--- config.mk ---
export PLATFORM = sky130hd
export DESIGN_NAME = autonomous_drive_supervisor_fsm_unit_flat
export DESIGN_NICKNAME = d
export VERILOG_FILES = /design/src/sv/adsf_pkg.sv /design/src/sv/adsf_channels.sv /design/src/sv/adsf_step.sv /design/src/sv/autonomous_drive_supervisor_fsm_unit.sv /design/src/flat_wrapper.sv
export VERILOG_INCLUDE_DIRS = /design/src /design/src/sv
export SDC_FILE = /design/constraint.sdc
export NUM_CORES = 1
export LEC_CHECK = 0
export BUFFER_PORTS_ARGS = -buffer_cell sky130_fd_sc_hd__clkbuf_2
export CAP_MARGIN = 20
export CORE_ASPECT_RATIO = 1.5
export CORE_UTILIZATION = 40
export CTS_BUF_LIST = sky130_fd_sc_hd__clkbuf_2
export DETAILED_ROUTE_END_ITERATION = 10
export GPL_ROUTABILITY_DRIVEN = 0
export GPL_TIMING_DRIVEN = 0
export PLACE_DENSITY = 0.6
export SETUP_SLACK_MARGIN = 0.02
export SLEW_MARGIN = 15
export SYNTH_ARGS = -nofsm -noshare
export SYNTH_HDL_FRONTEND = slang
export SYNTH_HIERARCHICAL = 1
export SYNTH_SLANG_ARGS = --single-unit
--- constraint.sdc ---
create_clock -name clock -period 4.2 [get_ports clock]
set_input_delay 0.63 -clock clock [delete_from_list [all_inputs] [get_ports clock]]
set_output_delay 0.63 -clock clock [all_outputs]
set_load 0.005 [all_outputs]
--- src/sv/autonomous_drive_supervisor_fsm_unit_assert.svh ---
// ----------------------------------------------------------------------------
// Supervisor assertion macros
// Concurrent assertion wrappers for the supervisor RTL.
// ----------------------------------------------------------------------------
`ifndef AUTONOMOUS_DRIVE_SUPERVISOR_FSM_UNIT_ASSERT_SVH
`define AUTONOMOUS_DRIVE_SUPERVISOR_FSM_UNIT_ASSERT_SVH

`ifndef SYNTHESIS

// Same-cycle implication, disabled during reset.
`define ADSF_ASSERT_IMP(label, clk, rst, ante, cons) \
   label: assert property (@(posedge clk) disable iff (rst) (ante) |-> (cons)) \
      else $error("supervisor same-cycle check failed");

// Next-cycle implication, disabled during reset.
`define ADSF_ASSERT_NXT(label, clk, rst, ante, cons) \
   label: assert property (@(posedge clk) disable iff (rst) (ante) |=> (cons)) \
      else $error("supervisor next-cycle check failed");

`else

`define ADSF_ASSERT_IMP(label, clk, rst, ante, cons)
`define ADSF_ASSERT_NXT(label, clk, rst, ante, cons)

`endif

`endif

--- src/sv/adsf_pkg.sv ---
// ----------------------------------------------------------------------------
// Supervisor package
// Codes, field types and stage structures for the drive supervisor.
// ----------------------------------------------------------------------------
package adsf_pkg;

   typedef enum logic [3:0] {
      ST_START    = 4'd0,
      ST_SELECT   = 4'd1,
      ST_WAIT     = 4'd2,
      ST_CHECK    = 4'd3,
      ST_READY    = 4'd4,
      ST_RELEASE  = 4'd5,
      ST_DRIVE    = 4'd6,
      ST_ACTIVATE = 4'd7,
      ST_FINISHED = 4'd8,
      ST_EMERG    = 4'd9
   } state_type;

   typedef enum logic [2:0] {
      AS_OFF    = 3'd0,
      AS_READY  = 3'd1,
      AS_DRIVE  = 3'd2,
      AS_EBRAKE = 3'd3,
      AS_FINISH = 3'd4
   } as_type;

   typedef enum logic [2:0] {
      BC_OTHER    = 3'd0,
      BC_READY    = 3'd1,
      BC_SHUTDOWN = 3'd2,
      BC_DRIVE    = 3'd3,
      BC_BRAKE    = 3'd4
   } brake_code_type;

   typedef enum logic [1:0] {
      SS_OTHER  = 2'd0,
      SS_SELECT = 2'd1,
      SS_ACK    = 2'd2
   } steer_code_type;

   typedef enum logic [2:0] {
      MS_NONE    = 3'd0,
      MS_MANUAL  = 3'd1,
      MS_INSPECT = 3'd2,
      MS_BRAKE   = 3'd3,
      MS_TRACK   = 3'd4
   } mission_type;

   typedef enum logic [1:0] {
      AMI_NONE    = 2'd0,
      AMI_INSPECT = 2'd1,
      AMI_BRAKE   = 2'd2,
      AMI_TRACK   = 2'd3
   } ami_type;

   typedef enum logic [1:0] {
      HB_NONE   = 2'd0,
      HB_MANUAL = 2'd1,
      HB_AUTO   = 2'd2
   } hb_type;

   // One heartbeat tick as held in the input register.
   typedef struct packed {
      logic               res_switch_forward;
      logic               res_go_button;
      logic               res_estop;
      logic [2:0]         brake_ctrl_state;
      logic [1:0]         steer_state;
      logic [2:0]         steer_mission;
      logic signed [15:0] torque_demand;
   } tick_type;

   // Persistent supervisor state.
   typedef struct packed {
      state_type  fsm_state;
      logic [2:0] active_mission;
      logic [1:0] ami_reg;
      logic [1:0] hb_mission_reg;
   } regs_type;

   // One result as held in the result register.
   typedef struct packed {
      logic [3:0]         supervisor_state;
      logic [2:0]         as_status;
      logic [1:0]         ami_status;
      logic [1:0]         heartbeat_mission;
      logic signed [15:0] torque_request;
      logic               launch_pulse;
      logic [2:0]         launch_mission_code;
   } result_type;

endpackage

--- src/sv/adsf_channels.sv ---
// ----------------------------------------------------------------------------
// Supervisor channels
// Valid/ready channel interfaces for heartbeat ticks and supervisor results.
// ----------------------------------------------------------------------------
interface adsf_req_if;
   logic               valid;
   logic               ready;
   logic               res_switch_forward;
   logic               res_go_button;
   logic               res_estop;
   logic [2:0]         brake_ctrl_state;
   logic [1:0]         steer_state;
   logic [2:0]         steer_mission;
   logic signed [15:0] torque_demand;

   modport source (
      output valid, res_switch_forward, res_go_button, res_estop,
             brake_ctrl_state, steer_state, steer_mission, torque_demand,
      input  ready
   );

   modport sink (
      input  valid, res_switch_forward, res_go_button, res_estop,
             brake_ctrl_state, steer_state, steer_mission, torque_demand,
      output ready
   );
endinterface

interface adsf_rsp_if;
   logic               valid;
   logic               ready;
   logic [3:0]         supervisor_state;
   logic [2:0]         as_status;
   logic [1:0]         ami_status;
   logic [1:0]         heartbeat_mission;
   logic signed [15:0] torque_request;
   logic               launch_pulse;
   logic [2:0]         launch_mission_code;

   modport source (
      output valid, supervisor_state, as_status, ami_status, heartbeat_mission,
             torque_request, launch_pulse, launch_mission_code,
      input  ready
   );

   modport sink (
      input  valid, supervisor_state, as_status, ami_status, heartbeat_mission,
             torque_request, launch_pulse, launch_mission_code,
      output ready
   );
endinterface

--- src/sv/adsf_step.sv ---
// ----------------------------------------------------------------------------
// Supervisor step logic
// Visits the supervisor states in order for one tick, letting transitions
// chain, then applies the e-stop override.
// ----------------------------------------------------------------------------
module adsf_step (
   input  adsf_pkg::tick_type   tick,
   input  adsf_pkg::regs_type   regs,
   output adsf_pkg::regs_type   regs_next,
   output adsf_pkg::result_type result
);

   always_comb begin
      adsf_pkg::state_type st;
      logic [2:0]          mission;
      logic [1:0]          ami;
      logic [1:0]          hb;
      logic [2:0]          as_code;
      logic signed [15:0]  torque;
      logic                pulse;
      logic [2:0]          code;

      st      = regs.fsm_state;
      mission = regs.active_mission;
      ami     = regs.ami_reg;
      hb      = regs.hb_mission_reg;
      as_code = adsf_pkg::AS_OFF;
      torque  = '0;
      pulse   = 1'b0;
      code    = adsf_pkg::MS_NONE;

      if (st == adsf_pkg::ST_START) begin
         as_code = adsf_pkg::AS_OFF;
         mission = adsf_pkg::MS_NONE;
         hb      = adsf_pkg::HB_NONE;
         if (!tick.res_switch_forward) begin
            st = adsf_pkg::ST_SELECT;
         end
      end
      if (st == adsf_pkg::ST_SELECT) begin
         as_code = adsf_pkg::AS_OFF;
         if (tick.steer_state == adsf_pkg::SS_SELECT ||
             tick.steer_state == adsf_pkg::SS_ACK) begin
            st = adsf_pkg::ST_WAIT;
         end
      end
      if (st == adsf_pkg::ST_WAIT) begin
         as_code = adsf_pkg::AS_OFF;
         if (tick.steer_state == adsf_pkg::SS_ACK) begin
            mission = tick.steer_mission;
            pulse   = 1'b1;
            code    = tick.steer_mission;
         end
         if (mission != adsf_pkg::MS_NONE) begin
            case (mission)
               adsf_pkg::MS_INSPECT: ami = adsf_pkg::AMI_INSPECT;
               adsf_pkg::MS_BRAKE:   ami = adsf_pkg::AMI_BRAKE;
               adsf_pkg::MS_TRACK:   ami = adsf_pkg::AMI_TRACK;
               default:              ami = adsf_pkg::AMI_NONE;
            endcase
            st = adsf_pkg::ST_CHECK;
            hb = (mission == adsf_pkg::MS_MANUAL) ? adsf_pkg::HB_MANUAL : adsf_pkg::HB_AUTO;
         end
      end
      if (st == adsf_pkg::ST_CHECK) begin
         as_code = adsf_pkg::AS_OFF;
         if (tick.brake_ctrl_state == adsf_pkg::BC_READY && tick.res_switch_forward) begin
            st = adsf_pkg::ST_READY;
         end
      end
      if (st == adsf_pkg::ST_READY) begin
         as_code = adsf_pkg::AS_READY;
         if (tick.res_go_button) begin
            st = adsf_pkg::ST_RELEASE;
         end
         if (tick.brake_ctrl_state == adsf_pkg::BC_SHUTDOWN) begin
            st = adsf_pkg::ST_EMERG;
         end
      end
      if (st == adsf_pkg::ST_RELEASE) begin
         as_code = adsf_pkg::AS_DRIVE;
         if (tick.brake_ctrl_state == adsf_pkg::BC_DRIVE) begin
            st = adsf_pkg::ST_DRIVE;
         end
         if (tick.brake_ctrl_state == adsf_pkg::BC_SHUTDOWN) begin
            st = adsf_pkg::ST_EMERG;
         end
      end
      if (st == adsf_pkg::ST_DRIVE) begin
         as_code = adsf_pkg::AS_DRIVE;
         torque  = tick.torque_demand;
         if (tick.brake_ctrl_state == adsf_pkg::BC_SHUTDOWN) begin
            st = adsf_pkg::ST_EMERG;
         end
      end
      if (st == adsf_pkg::ST_ACTIVATE) begin
         as_code = adsf_pkg::AS_FINISH;
         if (tick.brake_ctrl_state == adsf_pkg::BC_BRAKE) begin
            st = adsf_pkg::ST_FINISHED;
         end
      end
      if (st == adsf_pkg::ST_FINISHED) begin
         as_code = adsf_pkg::AS_FINISH;
         torque  = '0;
         if (!tick.res_switch_forward) begin
            st = adsf_pkg::ST_START;
         end
      end
      if (st == adsf_pkg::ST_EMERG) begin
         as_code = adsf_pkg::AS_EBRAKE;
         torque  = '0;
         if (!tick.res_estop && !tick.res_switch_forward) begin
            st = adsf_pkg::ST_START;
         end
      end
      // The e-stop wins over every transition but leaves the AS status alone.
      if (tick.res_estop) begin
         torque = '0;
         st     = adsf_pkg::ST_EMERG;
      end

      regs_next.fsm_state      = st;
      regs_next.active_mission = mission;
      regs_next.ami_reg        = ami;
      regs_next.hb_mission_reg = hb;

      result.supervisor_state    = st;
      result.as_status           = as_code;
      result.ami_status          = ami;
      result.heartbeat_mission   = hb;
      result.torque_request      = torque;
      result.launch_pulse        = pulse;
      result.launch_mission_code = code;
   end

endmodule

--- src/sv/autonomous_drive_supervisor_fsm_unit.sv ---
// ----------------------------------------------------------------------------
// Autonomous drive supervisor
// Heartbeat-driven supervisor state machine with input and result registers.
//
//   Channel  Direction  Transaction
//   req_ch   in         one heartbeat tick: remote, brake, steering, torque
//   rsp_ch   out        one supervisor result per tick
//
// A tick can be accepted every cycle unless a stalled result holds both registers.
// It waits in the input register, then the step logic writes the result register,
// which offers the result on rsp_ch until it is taken.
// Reset puts the machine in the start state with no mission and empties
// both registers.
// A stalled result holds the result register; the input register still takes
// a tick and ready falls only when both registers are full.
// ----------------------------------------------------------------------------
`include "autonomous_drive_supervisor_fsm_unit_assert.svh"

module autonomous_drive_supervisor_fsm_unit (
   input logic            clock,
   input logic            reset,
   adsf_req_if.sink       req_ch,
   adsf_rsp_if.source     rsp_ch
);

   logic                 in_valid_ff;
   adsf_pkg::tick_type   in_data_ff;
   logic                 out_valid_ff;
   adsf_pkg::result_type out_data_ff;
   adsf_pkg::regs_type   regs_ff;
   adsf_pkg::regs_type   regs_in;
   adsf_pkg::result_type result_in;
   logic                 out_free;
   logic                 advance;
   logic                 req_take;

   assign out_free = !out_valid_ff || rsp_ch.ready;
   assign advance  = in_valid_ff && out_free;
   assign req_ch.ready = !in_valid_ff || out_free;
   assign req_take = req_ch.valid && req_ch.ready;

   adsf_step u_step (
      .tick      (in_data_ff),
      .regs      (regs_ff),
      .regs_next (regs_in),
      .result    (result_in)
   );

   always_ff @(posedge clock) begin
      if (reset) begin
         in_valid_ff            <= 1'b0;
         out_valid_ff           <= 1'b0;
         regs_ff.fsm_state      <= adsf_pkg::ST_START;
         regs_ff.active_mission <= adsf_pkg::MS_NONE;
         regs_ff.ami_reg        <= adsf_pkg::AMI_NONE;
         regs_ff.hb_mission_reg <= adsf_pkg::HB_NONE;
      end else begin
         if (req_ch.ready) begin
            in_valid_ff <= req_ch.valid;
         end
         if (out_free) begin
            out_valid_ff <= in_valid_ff;
         end
         if (advance) begin
            regs_ff <= regs_in;
         end
      end
   end

   always_ff @(posedge clock) begin
      if (req_take) begin
         in_data_ff.res_switch_forward <= req_ch.res_switch_forward;
         in_data_ff.res_go_button      <= req_ch.res_go_button;
         in_data_ff.res_estop          <= req_ch.res_estop;
         in_data_ff.brake_ctrl_state   <= req_ch.brake_ctrl_state;
         in_data_ff.steer_state        <= req_ch.steer_state;
         in_data_ff.steer_mission      <= req_ch.steer_mission;
         in_data_ff.torque_demand      <= req_ch.torque_demand;
      end
      if (advance) begin
         out_data_ff <= result_in;
      end
   end

   assign rsp_ch.valid               = out_valid_ff;
   assign rsp_ch.supervisor_state    = out_data_ff.supervisor_state;
   assign rsp_ch.as_status           = out_data_ff.as_status;
   assign rsp_ch.ami_status          = out_data_ff.ami_status;
   assign rsp_ch.heartbeat_mission   = out_data_ff.heartbeat_mission;
   assign rsp_ch.torque_request      = out_data_ff.torque_request;
   assign rsp_ch.launch_pulse        = out_data_ff.launch_pulse;
   assign rsp_ch.launch_mission_code = out_data_ff.launch_mission_code;

   // Torque only leaves the block from the drive state.
   `ADSF_ASSERT_IMP(a_torque_only_drive, clock, reset,
      out_valid_ff && out_data_ff.torque_request != 16'sd0,
      out_data_ff.supervisor_state == adsf_pkg::ST_DRIVE)
   // A mission code is reported only with the launch pulse.
   `ADSF_ASSERT_IMP(a_code_with_pulse, clock, reset,
      out_valid_ff && !out_data_ff.launch_pulse,
      out_data_ff.launch_mission_code == adsf_pkg::MS_NONE)
   // An e-stop tick leaves the machine in the emergency state.
   `ADSF_ASSERT_NXT(a_estop_emerg, clock, reset,
      advance && in_data_ff.res_estop,
      regs_ff.fsm_state == adsf_pkg::ST_EMERG)
   // Driving status comes only from release, drive, or an e-stop taken there.
   `ADSF_ASSERT_IMP(a_drive_status, clock, reset,
      out_valid_ff && out_data_ff.as_status == adsf_pkg::AS_DRIVE,
      out_data_ff.supervisor_state == adsf_pkg::ST_RELEASE ||
      out_data_ff.supervisor_state == adsf_pkg::ST_DRIVE ||
      out_data_ff.supervisor_state == adsf_pkg::ST_EMERG)

endmodule

--- src/flat_wrapper.sv ---
// flat-port wrapper written by rule: the top's interface ports become plain ports
module autonomous_drive_supervisor_fsm_unit_flat 
  (clock, reset, req_ch_valid, req_ch_res_switch_forward, req_ch_res_go_button, req_ch_res_estop, req_ch_brake_ctrl_state, req_ch_steer_state, req_ch_steer_mission, req_ch_torque_demand, req_ch_ready, rsp_ch_valid, rsp_ch_supervisor_state, rsp_ch_as_status, rsp_ch_ami_status, rsp_ch_heartbeat_mission, rsp_ch_torque_request, rsp_ch_launch_pulse, rsp_ch_launch_mission_code, rsp_ch_ready);
  adsf_req_if req_ch_i ();
  adsf_rsp_if rsp_ch_i ();
  input logic clock;
  input logic reset;
  input wire logic [$bits(req_ch_i.valid)-1:0] req_ch_valid;
  input wire logic [$bits(req_ch_i.res_switch_forward)-1:0] req_ch_res_switch_forward;
  input wire logic [$bits(req_ch_i.res_go_button)-1:0] req_ch_res_go_button;
  input wire logic [$bits(req_ch_i.res_estop)-1:0] req_ch_res_estop;
  input wire logic [$bits(req_ch_i.brake_ctrl_state)-1:0] req_ch_brake_ctrl_state;
  input wire logic [$bits(req_ch_i.steer_state)-1:0] req_ch_steer_state;
  input wire logic [$bits(req_ch_i.steer_mission)-1:0] req_ch_steer_mission;
  input wire logic [$bits(req_ch_i.torque_demand)-1:0] req_ch_torque_demand;
  output wire logic [$bits(req_ch_i.ready)-1:0] req_ch_ready;
  output wire logic [$bits(rsp_ch_i.valid)-1:0] rsp_ch_valid;
  output wire logic [$bits(rsp_ch_i.supervisor_state)-1:0] rsp_ch_supervisor_state;
  output wire logic [$bits(rsp_ch_i.as_status)-1:0] rsp_ch_as_status;
  output wire logic [$bits(rsp_ch_i.ami_status)-1:0] rsp_ch_ami_status;
  output wire logic [$bits(rsp_ch_i.heartbeat_mission)-1:0] rsp_ch_heartbeat_mission;
  output wire logic [$bits(rsp_ch_i.torque_request)-1:0] rsp_ch_torque_request;
  output wire logic [$bits(rsp_ch_i.launch_pulse)-1:0] rsp_ch_launch_pulse;
  output wire logic [$bits(rsp_ch_i.launch_mission_code)-1:0] rsp_ch_launch_mission_code;
  input wire logic [$bits(rsp_ch_i.ready)-1:0] rsp_ch_ready;
  assign req_ch_i.valid = req_ch_valid;
  assign req_ch_i.res_switch_forward = req_ch_res_switch_forward;
  assign req_ch_i.res_go_button = req_ch_res_go_button;
  assign req_ch_i.res_estop = req_ch_res_estop;
  assign req_ch_i.brake_ctrl_state = req_ch_brake_ctrl_state;
  assign req_ch_i.steer_state = req_ch_steer_state;
  assign req_ch_i.steer_mission = req_ch_steer_mission;
  assign req_ch_i.torque_demand = req_ch_torque_demand;
  assign req_ch_ready = req_ch_i.ready;
  assign rsp_ch_valid = rsp_ch_i.valid;
  assign rsp_ch_supervisor_state = rsp_ch_i.supervisor_state;
  assign rsp_ch_as_status = rsp_ch_i.as_status;
  assign rsp_ch_ami_status = rsp_ch_i.ami_status;
  assign rsp_ch_heartbeat_mission = rsp_ch_i.heartbeat_mission;
  assign rsp_ch_torque_request = rsp_ch_i.torque_request;
  assign rsp_ch_launch_pulse = rsp_ch_i.launch_pulse;
  assign rsp_ch_launch_mission_code = rsp_ch_i.launch_mission_code;
  assign rsp_ch_i.ready = rsp_ch_ready;
  autonomous_drive_supervisor_fsm_unit u_core (.clock(clock), .reset(reset), .req_ch(req_ch_i), .rsp_ch(rsp_ch_i));
endmodule
==> qor.csv <==
metric,value,unit
crit path time final,3.51,ns
critical path's largest stage delay,0.54,ns
post-CTS sizing,0,
r2r startpoint,u_core/in_data_ff[19],
Post-layout nets,371,
Worst Path Required,4.48,ns
CP max-delay cell,or4_1,
Highest Clock Rate,0.285,GHz
nature of the critical path endpoint,flip-flop,
ys async rst share,0,%
Worst Path Max Fanout,10,
first drt pass iteration count,4,
fin crit share,83.6,%
Slew HR,61.1,%
Chip Height,114,um
Final Power,1.39,mW
Yosys Warn Count,6,
MaxCap Viol Count,0,
synthesized area,3330,sq um
die width,76.5,um
Final Util,49.0,%
number of buffers created by CTS,9,
DRC viols,0,
"Seq/Total Area, Yosys",60.1,%
Yosys cell types,52,
kind of critical path,reg2reg,
DP Wirelength,4.68,mm
final setup fails,0,
wire length per cell after detailed routing,14.4,um
leak pwr,1.57,nW
I/O Buffers,63,
layout cells sized above 1,31.5,%
die footprint,8700,sq um
vias in the first global route,2293,
run status,"finished, final reports clean",
Yosys top cell area share,52.3,%
Post-CTS Hold Fix Bufs,0,
IO Count,64,
initial drt markers,117,
Max VDD drop,0.211,mV
vias per cell,5.19,
post-place setup slack,0.774,ns
Hold Startpoint,req_ch_torque_demand[5],
clk sink count,71,
clock-pin slew on the worst setup and hold paths,0.19,ns
Worst-Skew Late Latency,0.51,ns
Hold Fails Final Rpt,0,
via count,2325,
setup tns final,0,ns
Clock Tree Root,clkbuf_2,
row count,40,
Worst Path Arrival,3.79,ns
Pins Over Slew Limit,0,
Syn Nets,296,
first-pass GRT wire length,10.5,mm
grt ovf,0,
Post-CTS Setup Inserts,0,
RSZ-0062 raised after global routing,false,
number of routed nets with antenna violations,0,
largest net degree at the start of global routing,41,
top post-synthesis cells by area,"edfxtp_1, dfxtp_1, nand2b_1",
H-tree levels,3,
diode count,0,
"area leader, netlist",edfxtp_1,
initial antenna violation count,0,
final hold slack,0.270,ns
area grow syn2layout,18.5,%
Initial Util,41.3,%
Power Dens Cells,352,nW/um^2
Worst Slack Setup Final,0.691,ns
Clock Skews,0.0209,ns
Total GRT Usage,15.8,%
HP Class,in2reg,
Max Buffers Root-to-Sink,2,
Post-synth EDFFs,58,
CP startpoint,u_core/in_data_ff[19],
CTS tree,yes,
worst slew pin tran,0.579,ns
Synth Flop Type,edfxtp_1,
Synth top cells by count,"edfxtp_1, nand2b_1, nor2_1",
crit path launch type,flip-flop,
Routed Wire Length,6.46,mm
"critical path, cell by cell",inv_1 > ha_1 > buf_2 > inv_1 > a211o_1 > o31ai_2 > a22oi_1 > or4_1 > buf_2 > a22oi_4 > and4bb_2,
most frequent cell after synthesis,edfxtp_1,
syn avg cell area,12.6,sq um
Core Footprint,8060,sq um
Synth Register Bits,71,
Mapped Cells,264,
==> critical path: cells and delay by family (launching register included) <==
kind / cells / cell delay, ns
compound gates: 4 / 1.37
buf+inv: 4 / 0.52
simple gates: 2 / 0.82
fa+ha+maj: 1 / 0.15
flops: 1 / 0.40
==> final timing paths <==
path | slack (ns) | end | depth (start not counted)
worst max-delay path | 0.69 | u_core/rsp_ch.torque_request[3] | 11
worst min-delay path | 0.27 | u_core/in_data_ff[5] | 1
worst max register to register | 0.69 | u_core/rsp_ch.torque_request[3] | 11
worst min register to register | 0.49 | u_core/regs_ff[8] | 2
==> sequential cells by signal, indices dropped and copies added, names as in the netlist <==
signal / cells
u_core/regs_ff: 11
u_core/in_data_ff: 27
u_core/rsp_ch.launch_pulse: 1
u_core/rsp_ch.as_status: 3
u_core/rsp_ch.heartbeat_mission: 2
u_core/rsp_ch.torque_request: 16
u_core/rsp_ch.ami_status: 2
u_core/rsp_ch.valid: 1
u_core/rsp_ch.launch_mission_code: 3
u_core/in_valid_ff: 1
u_core/rsp_ch.supervisor_state: 4
==> power breakdown <==
part	internal, mW	switching (mW)	total [mW]
Sequential	0.792	0.0123	0.804
Clock	0.193	0.237	0.429
Combinational	0.0679	0.0878	0.156
Total	1.05	0.337	1.39
==> area by class of cell <==
class	instances	area, sq um
fill	744	4110
inverter	7	26.3
buffer	21	140
sequential	71	2000
multi-input combinational	165	1170
timing repair buffer	64	343
clock inverter	6	85.1
clock buffer	9	45.0
tap	105	131
==> through the flow <==
stage	area, sq um	cells
global route	3950	448
floorplan	3330	264
finish	3950	448
global placement	3780	432
detailed placement	3810	433
CTS	3950	448
==> routing by layer <==
metal	vias to the layer above	wire length (um)	track usage, %
met5	-	0	0
met4	0	182	10.0
met3	13	284	3.36
met2	61	3480	28.9
met1	1107	2520	16.4
li1	1144	-	-
==> layout by cell type (no fill, tap or decap), types with 3 or more instances in the layout <==
cell and instances:
a21o_1 5, a21oi_1 11, and3_1 6, and4bb_2 5
buf_2 5, buf_4 8, clkbuf_1 5, clkbuf_2 73
dfxtp_1 13, edfxtp_1 58, inv_1 7, mux2i_1 11
nand2_1 13, nand2b_1 26, nand3_1 4, nor2_1 16
nor3_1 6, nor4_1 4, nor4bb_1 12, o21ai_0 7
o31a_1 3
==> cells by family (layout without fill, tap and decap cells) <==
kind of cell / after synthesis / count (layout) / synth area share [%]
AO/OA/AOI/OAI: 43 / 43 / 9.66
adder cells (fa/ha/maj): 1 / 1 / 0.376
buffers and inverters: 28 / 107 / 5.00
flip-flops: 71 / 71 / 60.1
multiplexers: 12 / 12 / 3.65
AND/OR/NAND/NOR: 109 / 109 / 21.2
Power figures use the tool's default switching activity.
